## src/ptt_pkg.sv

```systemverilog
// package for the pressure task throttle picker
// holds sizes, opcodes, register indexes, reset values and the structs shared by the
// cell row and the top level; depends on nothing
`timescale 1ns / 1ps

package ptt_pkg;

	localparam int TABLE_DEPTH       = 16;
	localparam int MAX_ACTIONS_BOUND = 8;

	localparam int IDX_W = (TABLE_DEPTH > 1) ? $clog2(TABLE_DEPTH) : 1;
	localparam int CNT_W = $clog2(TABLE_DEPTH + 1);
	localparam int ACT_W = $clog2(MAX_ACTIONS_BOUND + 1);

	localparam int KEY_W  = 16;
	localparam int PROC_W = 31;
	localparam int TIME_W = 48;
	localparam int MEM_W  = 24;
	localparam int MAXA_W = 4;
	localparam int COOL_W = 32;
	localparam int CFGD_W = 32;
	localparam int CFGI_W = 2;

	localparam logic [MEM_W-1:0]  RST_MEM_THRESHOLD = MEM_W'(65536);
	localparam logic [MAXA_W-1:0] RST_MAX_ACTIONS   = MAXA_W'(2);
	localparam logic [COOL_W-1:0] RST_COOLDOWN      = COOL_W'(2000);

	typedef enum logic [1:0] {
		OP_START    = 2'd0,
		OP_FINISH   = 2'd1,
		OP_PRESSURE = 2'd2
	} opcode_t;

	typedef enum logic [CFGI_W-1:0] {
		REG_MEM_THRESHOLD = 2'd0,
		REG_MAX_ACTIONS   = 2'd1,
		REG_COOLDOWN      = 2'd2
	} reg_index_t;

	// message that walks down the cell row, one cell per cycle
	typedef struct packed {
		logic              live;
		logic              hit_found;
		logic [IDX_W-1:0]  hit_idx;
		logic              free_found;
		logic [IDX_W-1:0]  free_idx;
		logic              best_found;
		logic [IDX_W-1:0]  best_idx;
		logic [TIME_W-1:0] best_start;
		logic [KEY_W-1:0]  best_key;
		logic [PROC_W-1:0] best_proc;
		logic [CNT_W-1:0]  cand_cnt;
	} sweep_t;

	// broadcast from the sequencer to every cell
	typedef struct packed {
		logic              wr_en;
		logic              clr_en;
		logic              taken_clr;
		logic              take_en;
		logic [IDX_W-1:0]  idx;
		logic [KEY_W-1:0]  key;
		logic [PROC_W-1:0] proc;
		logic [TIME_W-1:0] start;
	} cell_cmd_t;

endpackage

```

## src/pressure_task_throttle_picker_unit.sv

```systemverilog
// top level of the pressure task throttle picker: request port, config port,
// sequencer and the row of slot cells
// depends on ptt_pkg and ptt_cell
`timescale 1ns / 1ps

// Usage:
// A request is taken at a rising edge with start high and busy low; busy stays
// high until the request is fully handled. Config writes (cfg_valid, cfg_ready,
// cfg_index, cfg_data) are taken whenever cfg_valid is high, cfg_ready is tied
// high; write them only while busy is low. Index 3 is ignored.
// The table lives in a row of TABLE_DEPTH cells. Every search walks a message
// down the row, one cell per clock.
// Task start: one sweep, the write lands on its last edge. Task finish: busy
// only in the clear state. Unused opcode: no busy at all. Pressure: a check
// state, then one sweep per action; each result appears on result_strobe for
// one cycle at the end of its sweep, last_of_run marking the final one. Up to
// MAX_ACTIONS_BOUND results.
// Results are never held back: the receiver has to take each one in its cycle.
// Reset empties the table, clears the last action time and restores the
// register defaults (threshold 65536, max actions 2, cooldown 2000).

module pressure_task_throttle_picker_unit (
	input  logic                        clk,
	input  logic                        arst_n,
	input  logic                        start,
	output logic                        busy,
	input  logic [1:0]                  opcode,
	input  logic [ptt_pkg::KEY_W-1:0]   task_key,
	input  logic [ptt_pkg::PROC_W-1:0]  proc_id,
	input  logic [ptt_pkg::TIME_W-1:0]  time_ms,
	input  logic                        risk_high,
	input  logic [ptt_pkg::MEM_W-1:0]   mem_free_mb,
	input  logic                        cfg_valid,
	output logic                        cfg_ready,
	input  logic [ptt_pkg::CFGI_W-1:0]  cfg_index,
	input  logic [ptt_pkg::CFGD_W-1:0]  cfg_data,
	output logic                        result_strobe,
	output logic [ptt_pkg::KEY_W-1:0]   victim_key,
	output logic [ptt_pkg::PROC_W-1:0]  victim_proc,
	output logic [ptt_pkg::TIME_W-1:0]  action_time_ms,
	output logic                        last_of_run
);
	import ptt_pkg::*;

	typedef enum logic [2:0] {
		S_IDLE,
		S_CLEAR,
		S_CHECK,
		S_LAUNCH,
		S_SWEEP
	} state_t;

	state_t            state_q;
	logic [1:0]        op_q;
	logic [KEY_W-1:0]  key_q;
	logic [PROC_W-1:0] proc_q;
	logic [TIME_W-1:0] time_q;
	logic              risk_q;
	logic [MEM_W-1:0]  mem_q;
	logic [MEM_W-1:0]  thresh_q;
	logic [MAXA_W-1:0] max_act_q;
	logic [COOL_W-1:0] cool_q;
	logic [TIME_W-1:0] last_act_q;
	logic [ACT_W-1:0]  sent_q;
	logic [ACT_W-1:0]  limit_q;

	sweep_t            msg [TABLE_DEPTH+1];
	sweep_t            head;
	sweep_t            tail;
	cell_cmd_t         cmd;
	logic              accept;
	logic              is_high;
	logic              cool_ok;
	logic [TIME_W-1:0] elapsed;
	logic [ACT_W-1:0]  limit_d;
	logic              run_last;
	logic              tail_done;

	assign accept    = start && !busy;
	assign busy      = (state_q != S_IDLE);
	assign cfg_ready = 1'b1;

	assign is_high = risk_q || (mem_q < thresh_q);
	assign elapsed = time_q - last_act_q;
	assign cool_ok = (time_q >= last_act_q) && (elapsed >= {(TIME_W-COOL_W)'(0), cool_q});
	assign limit_d = ({4'd0, max_act_q} > 8'(MAX_ACTIONS_BOUND)) ?
		ACT_W'(MAX_ACTIONS_BOUND) : ACT_W'(max_act_q);

	assign tail      = msg[TABLE_DEPTH];
	assign tail_done = (state_q == S_SWEEP) && tail.live;
	assign run_last  = ((sent_q + ACT_W'(1)) == limit_q) || (tail.cand_cnt == CNT_W'(1));

	// sweep is injected empty at the head of the row
	always_comb begin
		head      = '0;
		head.live = (state_q == S_LAUNCH);
	end

	assign msg[0] = head;

	always_comb begin
		cmd           = '0;
		cmd.key       = key_q;
		cmd.proc      = proc_q;
		cmd.start     = time_q;
		cmd.clr_en    = (state_q == S_CLEAR);
		cmd.taken_clr = (state_q == S_CHECK);
		if (op_q == OP_START) begin
			cmd.wr_en = tail_done && (tail.hit_found || tail.free_found);
			cmd.idx   = tail.hit_found ? tail.hit_idx : tail.free_idx;
		end else begin
			cmd.take_en = tail_done && tail.best_found;
			cmd.idx     = tail.best_idx;
		end
	end

	for (genvar i = 0; i < TABLE_DEPTH; i++) begin : g_cell
		ptt_cell u_cell (
			.clk     (clk),
			.arst_n  (arst_n),
			.my_idx  (IDX_W'(i)),
			.cmd     (cmd),
			.msg_in  (msg[i]),
			.msg_out (msg[i+1])
		);
	end

	always_ff @(posedge clk or negedge arst_n) begin
		if (!arst_n) begin
			thresh_q  <= RST_MEM_THRESHOLD;
			max_act_q <= RST_MAX_ACTIONS;
			cool_q    <= RST_COOLDOWN;
		end else if (cfg_valid && cfg_ready) begin
			case (cfg_index)
				REG_MEM_THRESHOLD: thresh_q  <= cfg_data[MEM_W-1:0];
				REG_MAX_ACTIONS:   max_act_q <= cfg_data[MAXA_W-1:0];
				REG_COOLDOWN:      cool_q    <= cfg_data[COOL_W-1:0];
				default: ;
			endcase
		end
	end

	always_ff @(posedge clk) begin
		if (accept) begin
			op_q   <= opcode;
			key_q  <= task_key;
			proc_q <= proc_id;
			time_q <= time_ms;
			risk_q <= risk_high;
			mem_q  <= mem_free_mb;
		end
	end

	always_ff @(posedge clk or negedge arst_n) begin
		if (!arst_n) begin
			state_q        <= S_IDLE;
			last_act_q     <= '0;
			sent_q         <= '0;
			limit_q        <= '0;
			result_strobe  <= 1'b0;
			victim_key     <= '0;
			victim_proc    <= '0;
			action_time_ms <= '0;
			last_of_run    <= 1'b0;
		end else begin
			result_strobe <= 1'b0;
			case (state_q)
				S_IDLE: begin
					if (accept) begin
						case (opcode)
							OP_START:    state_q <= S_LAUNCH;
							OP_FINISH:   state_q <= S_CLEAR;
							OP_PRESSURE: state_q <= S_CHECK;
							default:     state_q <= S_IDLE;
						endcase
					end
				end
				S_CLEAR: state_q <= S_IDLE;
				S_CHECK: begin
					sent_q  <= '0;
					limit_q <= limit_d;
					if (is_high && cool_ok && (limit_d != '0)) begin
						state_q <= S_LAUNCH;
					end else begin
						state_q <= S_IDLE;
					end
				end
				S_LAUNCH: state_q <= S_SWEEP;
				S_SWEEP: begin
					if (tail.live) begin
						if ((op_q == OP_PRESSURE) && tail.best_found) begin
							result_strobe  <= 1'b1;
							victim_key     <= tail.best_key;
							victim_proc    <= tail.best_proc;
							action_time_ms <= time_q;
							last_of_run    <= run_last;
							last_act_q     <= time_q;
							sent_q         <= sent_q + ACT_W'(1);
							state_q        <= run_last ? S_IDLE : S_LAUNCH;
						end else begin
							state_q <= S_IDLE;
						end
					end
				end
				default: state_q <= S_IDLE;
			endcase
		end
	end

`ifndef SYNTHESIS
	a_result_from_sweep: assert property (@(posedge clk) disable iff (!arst_n)
		result_strobe |-> ($past(state_q) == S_SWEEP))
		else $error("result outside a sweep");
	a_more_follow: assert property (@(posedge clk) disable iff (!arst_n)
		(result_strobe && !last_of_run) |-> (state_q == S_LAUNCH))
		else $error("run ended without last flag");
	a_sent_bound: assert property (@(posedge clk) disable iff (!arst_n)
		(state_q == S_SWEEP) |-> (sent_q < limit_q || op_q != OP_PRESSURE))
		else $error("sweep beyond action limit");
	a_single_live: assert property (@(posedge clk) disable iff (!arst_n)
		(state_q == S_LAUNCH) |=> !msg[0].live)
		else $error("second sweep injected");
`endif

endmodule

```

## src/ptt_cell.sv

```systemverilog
// one table slot of the throttle picker: holds a task entry and its taken mark,
// and folds its entry into the sweep message passed on to the next cell
// depends on ptt_pkg
`timescale 1ns / 1ps

module ptt_cell (
	input  logic                       clk,
	input  logic                       arst_n,
	input  logic [ptt_pkg::IDX_W-1:0]  my_idx,
	input  ptt_pkg::cell_cmd_t         cmd,
	input  ptt_pkg::sweep_t            msg_in,
	output ptt_pkg::sweep_t            msg_out
);
	import ptt_pkg::*;

	logic              valid_q;
	logic              taken_q;
	logic [KEY_W-1:0]  key_q;
	logic [PROC_W-1:0] proc_q;
	logic [TIME_W-1:0] start_q;
	sweep_t            msg_q;
	sweep_t            msg_d;
	logic              key_match;
	logic              cand;

	assign key_match = valid_q && (key_q == cmd.key);
	assign cand      = valid_q && !taken_q;

	always_comb begin
		msg_d = msg_in;
		if (!msg_in.hit_found && key_match) begin
			msg_d.hit_found = 1'b1;
			msg_d.hit_idx   = my_idx;
		end
		if (!msg_in.free_found && !valid_q) begin
			msg_d.free_found = 1'b1;
			msg_d.free_idx   = my_idx;
		end
		if (cand) begin
			msg_d.cand_cnt = msg_in.cand_cnt + CNT_W'(1);
			// strict compare keeps the lower slot on equal start times
			if (!msg_in.best_found || (start_q > msg_in.best_start)) begin
				msg_d.best_found = 1'b1;
				msg_d.best_idx   = my_idx;
				msg_d.best_start = start_q;
				msg_d.best_key   = key_q;
				msg_d.best_proc  = proc_q;
			end
		end
	end

	always_ff @(posedge clk or negedge arst_n) begin
		if (!arst_n) begin
			valid_q <= 1'b0;
			taken_q <= 1'b0;
			msg_q   <= '0;
		end else begin
			msg_q <= msg_d;
			if (cmd.wr_en && (cmd.idx == my_idx)) begin
				valid_q <= 1'b1;
			end else if (cmd.clr_en && key_match) begin
				valid_q <= 1'b0;
			end
			if (cmd.taken_clr) begin
				taken_q <= 1'b0;
			end else if (cmd.take_en && (cmd.idx == my_idx)) begin
				taken_q <= 1'b1;
			end
		end
	end

	always_ff @(posedge clk) begin
		if (cmd.wr_en && (cmd.idx == my_idx)) begin
			key_q   <= cmd.key;
			proc_q  <= cmd.proc;
			start_q <= cmd.start;
		end
	end

	assign msg_out = msg_q;

`ifndef SYNTHESIS
	a_write_sets_valid: assert property (@(posedge clk) disable iff (!arst_n)
		(cmd.wr_en && (cmd.idx == my_idx)) |=> valid_q)
		else $error("written slot not valid");
	a_taken_clear: assert property (@(posedge clk) disable iff (!arst_n)
		cmd.taken_clr |=> !taken_q)
		else $error("taken mark survived clear");
	a_count_grows: assert property (@(posedge clk) disable iff (!arst_n)
		cand |=> (msg_q.cand_cnt == $past(msg_in.cand_cnt) + CNT_W'(1)))
		else $error("candidate count not advanced");
`endif

endmodule
```

## config.mk

```make
export PLATFORM = sky130hd
export DESIGN_NAME = pressure_task_throttle_picker_unit
export DESIGN_NICKNAME = d
export VERILOG_FILES = /design/src/ptt_pkg.sv /design/src/pressure_task_throttle_picker_unit.sv /design/src/ptt_cell.sv
export SDC_FILE = /design/constraint.sdc
export NUM_CORES = 2
export LEC_CHECK = 0
export CORE_MARGIN = 2
export CORE_UTILIZATION = 55
export CTS_CLUSTER_SIZE = 14
export DETAILED_ROUTE_END_ITERATION = 8
export DONT_BUFFER_PORTS = 1
export GPL_TIMING_DRIVEN = 0
export MAX_ROUTING_LAYER = met4
export PLACE_DENSITY_LB_ADDON = 0.08
export SETUP_SLACK_MARGIN = 0.3
export SYNTH_ARGS = -nofsm -noshare
export SYNTH_HDL_FRONTEND = slang
export SYNTH_SLANG_ARGS = --single-unit
export TNS_END_PERCENT = 100
```

## constraint.sdc

```tcl
create_clock -name clk -period 7.02 [get_ports clk]
set_input_delay 1.053 -clock clk [delete_from_list [all_inputs] [get_ports clk]]
set_output_delay 1.053 -clock clk [all_outputs]
set_load 0.02 [all_outputs]
```

==> results.sh <==
export IMPL_critPathSlowestCell="dfrtp_1"
export IMPL_slew_limit_headroom=0.00399
export IMPL_grt_max_degree=284
export IMPL_synth_area_leader_cell="edfxtp_1"
export IMPL_synth_top_area_share=0.338
export IMPL_swShare=0.241
export IMPL_hold_slack_ns=0.0863
export IMPL_hold_class="input pin to async pin"
export IMPL_synth_main_ff_cell="dfrtp_1"
export IMPL_die_area_um2=270000
export IMPL_fin_ws_ns=0.731
export IMPL_synth_avg_cell_area_um2=14.8
export IMPL_routed_top_layer="met4"
export IMPL_preCtsSetupSlack_ns=0.277
export IMPL_core_area_um2=265000
export IMPL_cts_tree="built"
export IMPL_syn_nets=10800
export IMPL_period_share=0.896
export IMPL_first_global_vias=82100
export IMPL_std_cell_rows=189
export IMPL_globalRoute_totalOverflow=0
export IMPL_cp_slowest_stage_delay_ns=0.57
export IMPL_arrival_ns=6.98
export IMPL_synthTopCellsByCount="1944 x dfrtp_1, 1642 x edfxtp_1, 1327 x mux2_2, 862 x inv_1, 839 x ha_1"
export IMPL_irDropWorstVdd_mv=0.264
export IMPL_async_reset_ff_frac=0.543
export IMPL_final_nets=11300
export IMPL_clk_path_buf_depth=4
export IMPL_synth_most_common_cell="dfrtp_1"
export IMPL_setup_tns_ns=0
export IMPL_area_delta_synth_final_pct=13.1
export IMPL_die_width_um=519
export IMPL_dr_pass1_iters=7
export IMPL_drc_errors=0
export IMPL_port_buffers=0
export IMPL_clk_latency_ns=0.91
export IMPL_crit_fanout=3
export IMPL_h_tree_depth=5
export IMPL_power_uw=47700
export IMPL_routed_wl_mm=327
export IMPL_combPwrFrac=0.077
export IMPL_start_util=0.552
export IMPL_intPower_uw=36200
export IMPL_clkSinkCount=3594
export IMPL_grt_antenna_before_repair=49
export IMPL_tightest_slew_ns=1.49
export IMPL_synth_edff_count=1642
export IMPL_grt_pass1_wl_mm=499
export IMPL_status="finished, final reports clean"
export IMPL_design_area_um2=165000
export IMPL_num_vias=76800
export IMPL_numCtsBuffers=368
export IMPL_maxSlewViolCount=0
export IMPL_leakagePower_uw=0.0700
export IMPL_multi_input_area_um2=43600
export IMPL_gp_congestion=0.917
export IMPL_cts_root_buffer="clkbuf_16"
export IMPL_path_class="register to register"
export IMPL_synth_area_leaders="edfxtp_1 34%, dfrtp_1 33%, mux2_2 10%"
export IMPL_drt_iter0_drc=4643
export IMPL_crit_path_end_kind="register"
export IMPL_syn_inst=9844
export IMPL_critPathRequiredTime_ns=7.71
export IMPL_pin_count=259
export IMPL_ys_seq_elements=3594
export IMPL_rsz0062_at_grt="false"
export IMPL_start_kind="register"
export IMPL_die_h_um=519
export IMPL_maxCapViolations=0
export IMPL_worstPathCellList="ha_1 > fa_1 > nand2b_1 > a211oi_1 > nor2_1 > nor2_1 > a31oi_1 > o21ai_0 > a21boi_0 > xnor2_1 > ha_1 > nand2_1 > o21ai_0 > a221oi_1 > o21ai_0 > a2bb2oi_1 > o2111ai_1 > a2111oi_0 > o2111ai_1 > and4bb_2 > a31oi_1"
export IMPL_setup_viol=0
export IMPL_routedWlPerCell_um=23.0
export IMPL_vias_per_cell=5.41
export IMPL_p_clk_frac=0.413
export IMPL_netSwitchingPower_uw=11500
export IMPL_num_fill_cells=19400
export IMPL_wl_met1_mm=143
export IMPL_pwr_share_seq=0.509
export IMPL_postPlaceCellArea_um2=152000
export IMPL_dr_wl_met2_mm=157
export IMPL_hold_viol_final=0
export IMPL_dp_hpwl_mm=239
export IMPL_antenna_left=0
export IMPL_powerDensity_nw_per_um2=289
export IMPL_period_minus_slack_ns=6.29
export IMPL_layout_area_seq_um2=98200
export IMPL_drive_gt1_frac=0.209
export IMPL_synth_distinct_cells=77
export IMPL_crit_top_cell="o21ai_0"
export IMPL_yosys_warnings=0
export IMPL_met3_length_mm=16.3
export IMPL_grt_use_total=0.253
export IMPL_clk_pin_slew_ns=0.06
export IMPL_clock_skew_ns=0.0920
export IMPL_max_freq_mhz=159
export IMPL_yosysSeqAreaShare=0.673
export IMPL_netlist_area_um2=146000
placed cells by master, fill, tap and decap left out, drive strengths merged, types with 38 or more instances in the layout:
master     n
nor4      38
buf      219
a21o     227
mux2    1378
edfxtp  1642
nor2b    108
a21oi    297
or2       74
nand3     51
inv      871
dfrtp   1944
nor3      54
o21ai    284
clkinv    89
ha       839
and2     127
o21a      39
nor2     172
diode     38
nand2b   104
nand4    248
nand2    494
clkbuf   694
xnor2    323
registers in the layout, indices dropped and copies added (netlist names):
signal / flops
thresh_q: 24
op_q: 2
victim_key: 16
g_cell.u_cell.msg_out: 1752
result_strobe: 1
g_cell.u_cell.proc_q: 496
victim_proc: 31
proc_q: 31
max_act_q: 4
key_q: 16
last_act_q: 48
g_cell.u_cell.valid_q: 16
risk_q: 1
g_cell.u_cell.start_q: 768
g_cell.u_cell.taken_q: 16
sent_q: 4
g_cell.u_cell.key_q: 256
time_q: 48
cool_q: 32
last_of_run: 1
state_q: 3
mem_q: 24
limit_q: 4
per-stage QoR:
step                std cells  utilization
finish                  14200        0.624
global route            14200        0.624
CTS                     14100        0.622
detailed placement      13500        0.575
global placement        13400        0.568
floorplan                9844            -
critical path: cells and delay by family (launching register included):
kind            cells  cell delay [ns]
flops               1             0.57
fa+ha+maj           3             1.01
simple gates        5             0.99
compound gates     12             3.23
xor+xnor            1             0.27
area by class of cell:
type	count	share of cell area
diodes	38	0.000576
plain buffers	262	0.00728
clock buffers	543	0.0647
clock inverters	138	0.0101
inverters	862	0.0196
multi-input cells	5126	0.264
flip-flops and latches	3594	0.595
well taps	3533	0.0268
repair buffers	108	0.0125
cell families (layout without fill, tap and decap cells):
family / after synthesis / in the layout / synth area share
compound gates: 1018 / 1018 / 0.0431
xor+xnor: 352 / 352 / 0.0211
fa+ha+maj: 840 / 840 / 0.0721
buf+inv: 1124 / 1913 / 0.0304
flops: 3594 / 3594 / 0.673
mux: 1384 / 1384 / 0.107
other cells: 1 / 39 / 0.0000257
simple gates: 1531 / 1531 / 0.0540
routing by layer:
metal,global-route usage,vias up
met2,0.401,1566
met5,-,-
met1,0.334,38700
met4,0.0882,0
li1,-,35900
met3,0.0404,565
worst paths after layout:
kind / slack (ns) / to / cells after the start / startpoint
max reg2reg: 0.73 / state_q[0] / 21 / last_act_q[0]
max: 0.73 / state_q[0] / 21 / last_act_q[0]
min reg2reg: 0.34 / g_cell[8].u_cell.msg_out[115] / 0 / g_cell[7].u_cell.msg_out[115]
min in group clk: 0.23 / time_q[47] / 0 / time_ms[47]
min: 0.09 / g_cell[10].u_cell.msg_out[41] / 1 / arst_n
max in group asynchronous: 3.20 / g_cell[0].u_cell.msg_out[80] / 5 / arst_n
power by group through the flow:
| stage | sequential [uW] | clock (uW) | combinational (uW) |
|---|---|---|---|
| after CTS | 24500 | 20200 | 3440 |
| after floorplan | 24100 | 0 | 2120 |
| after detailed placement | 25000 | 0 | 3360 |
| after global routing | 24400 | 21000 | 4070 |
| after global placement | 25000 | 0 | 2990 |
| final | 24300 | 19700 | 3700 |
timing repair:
| action | 4_1_cts | 5_1_grt |
|---|---|---|
| resized for setup | 0 | 1 |
| pin swaps | 0 | 0 |
| hold buffers | 1 | 0 |
| setup buffers | 3 | 23 |
| endpoints found under the setup margin | 2 | 2 |
| endpoints found under the hold margin | 154 | 0 |
Note: power is estimated with default switching activity, not from simulation.
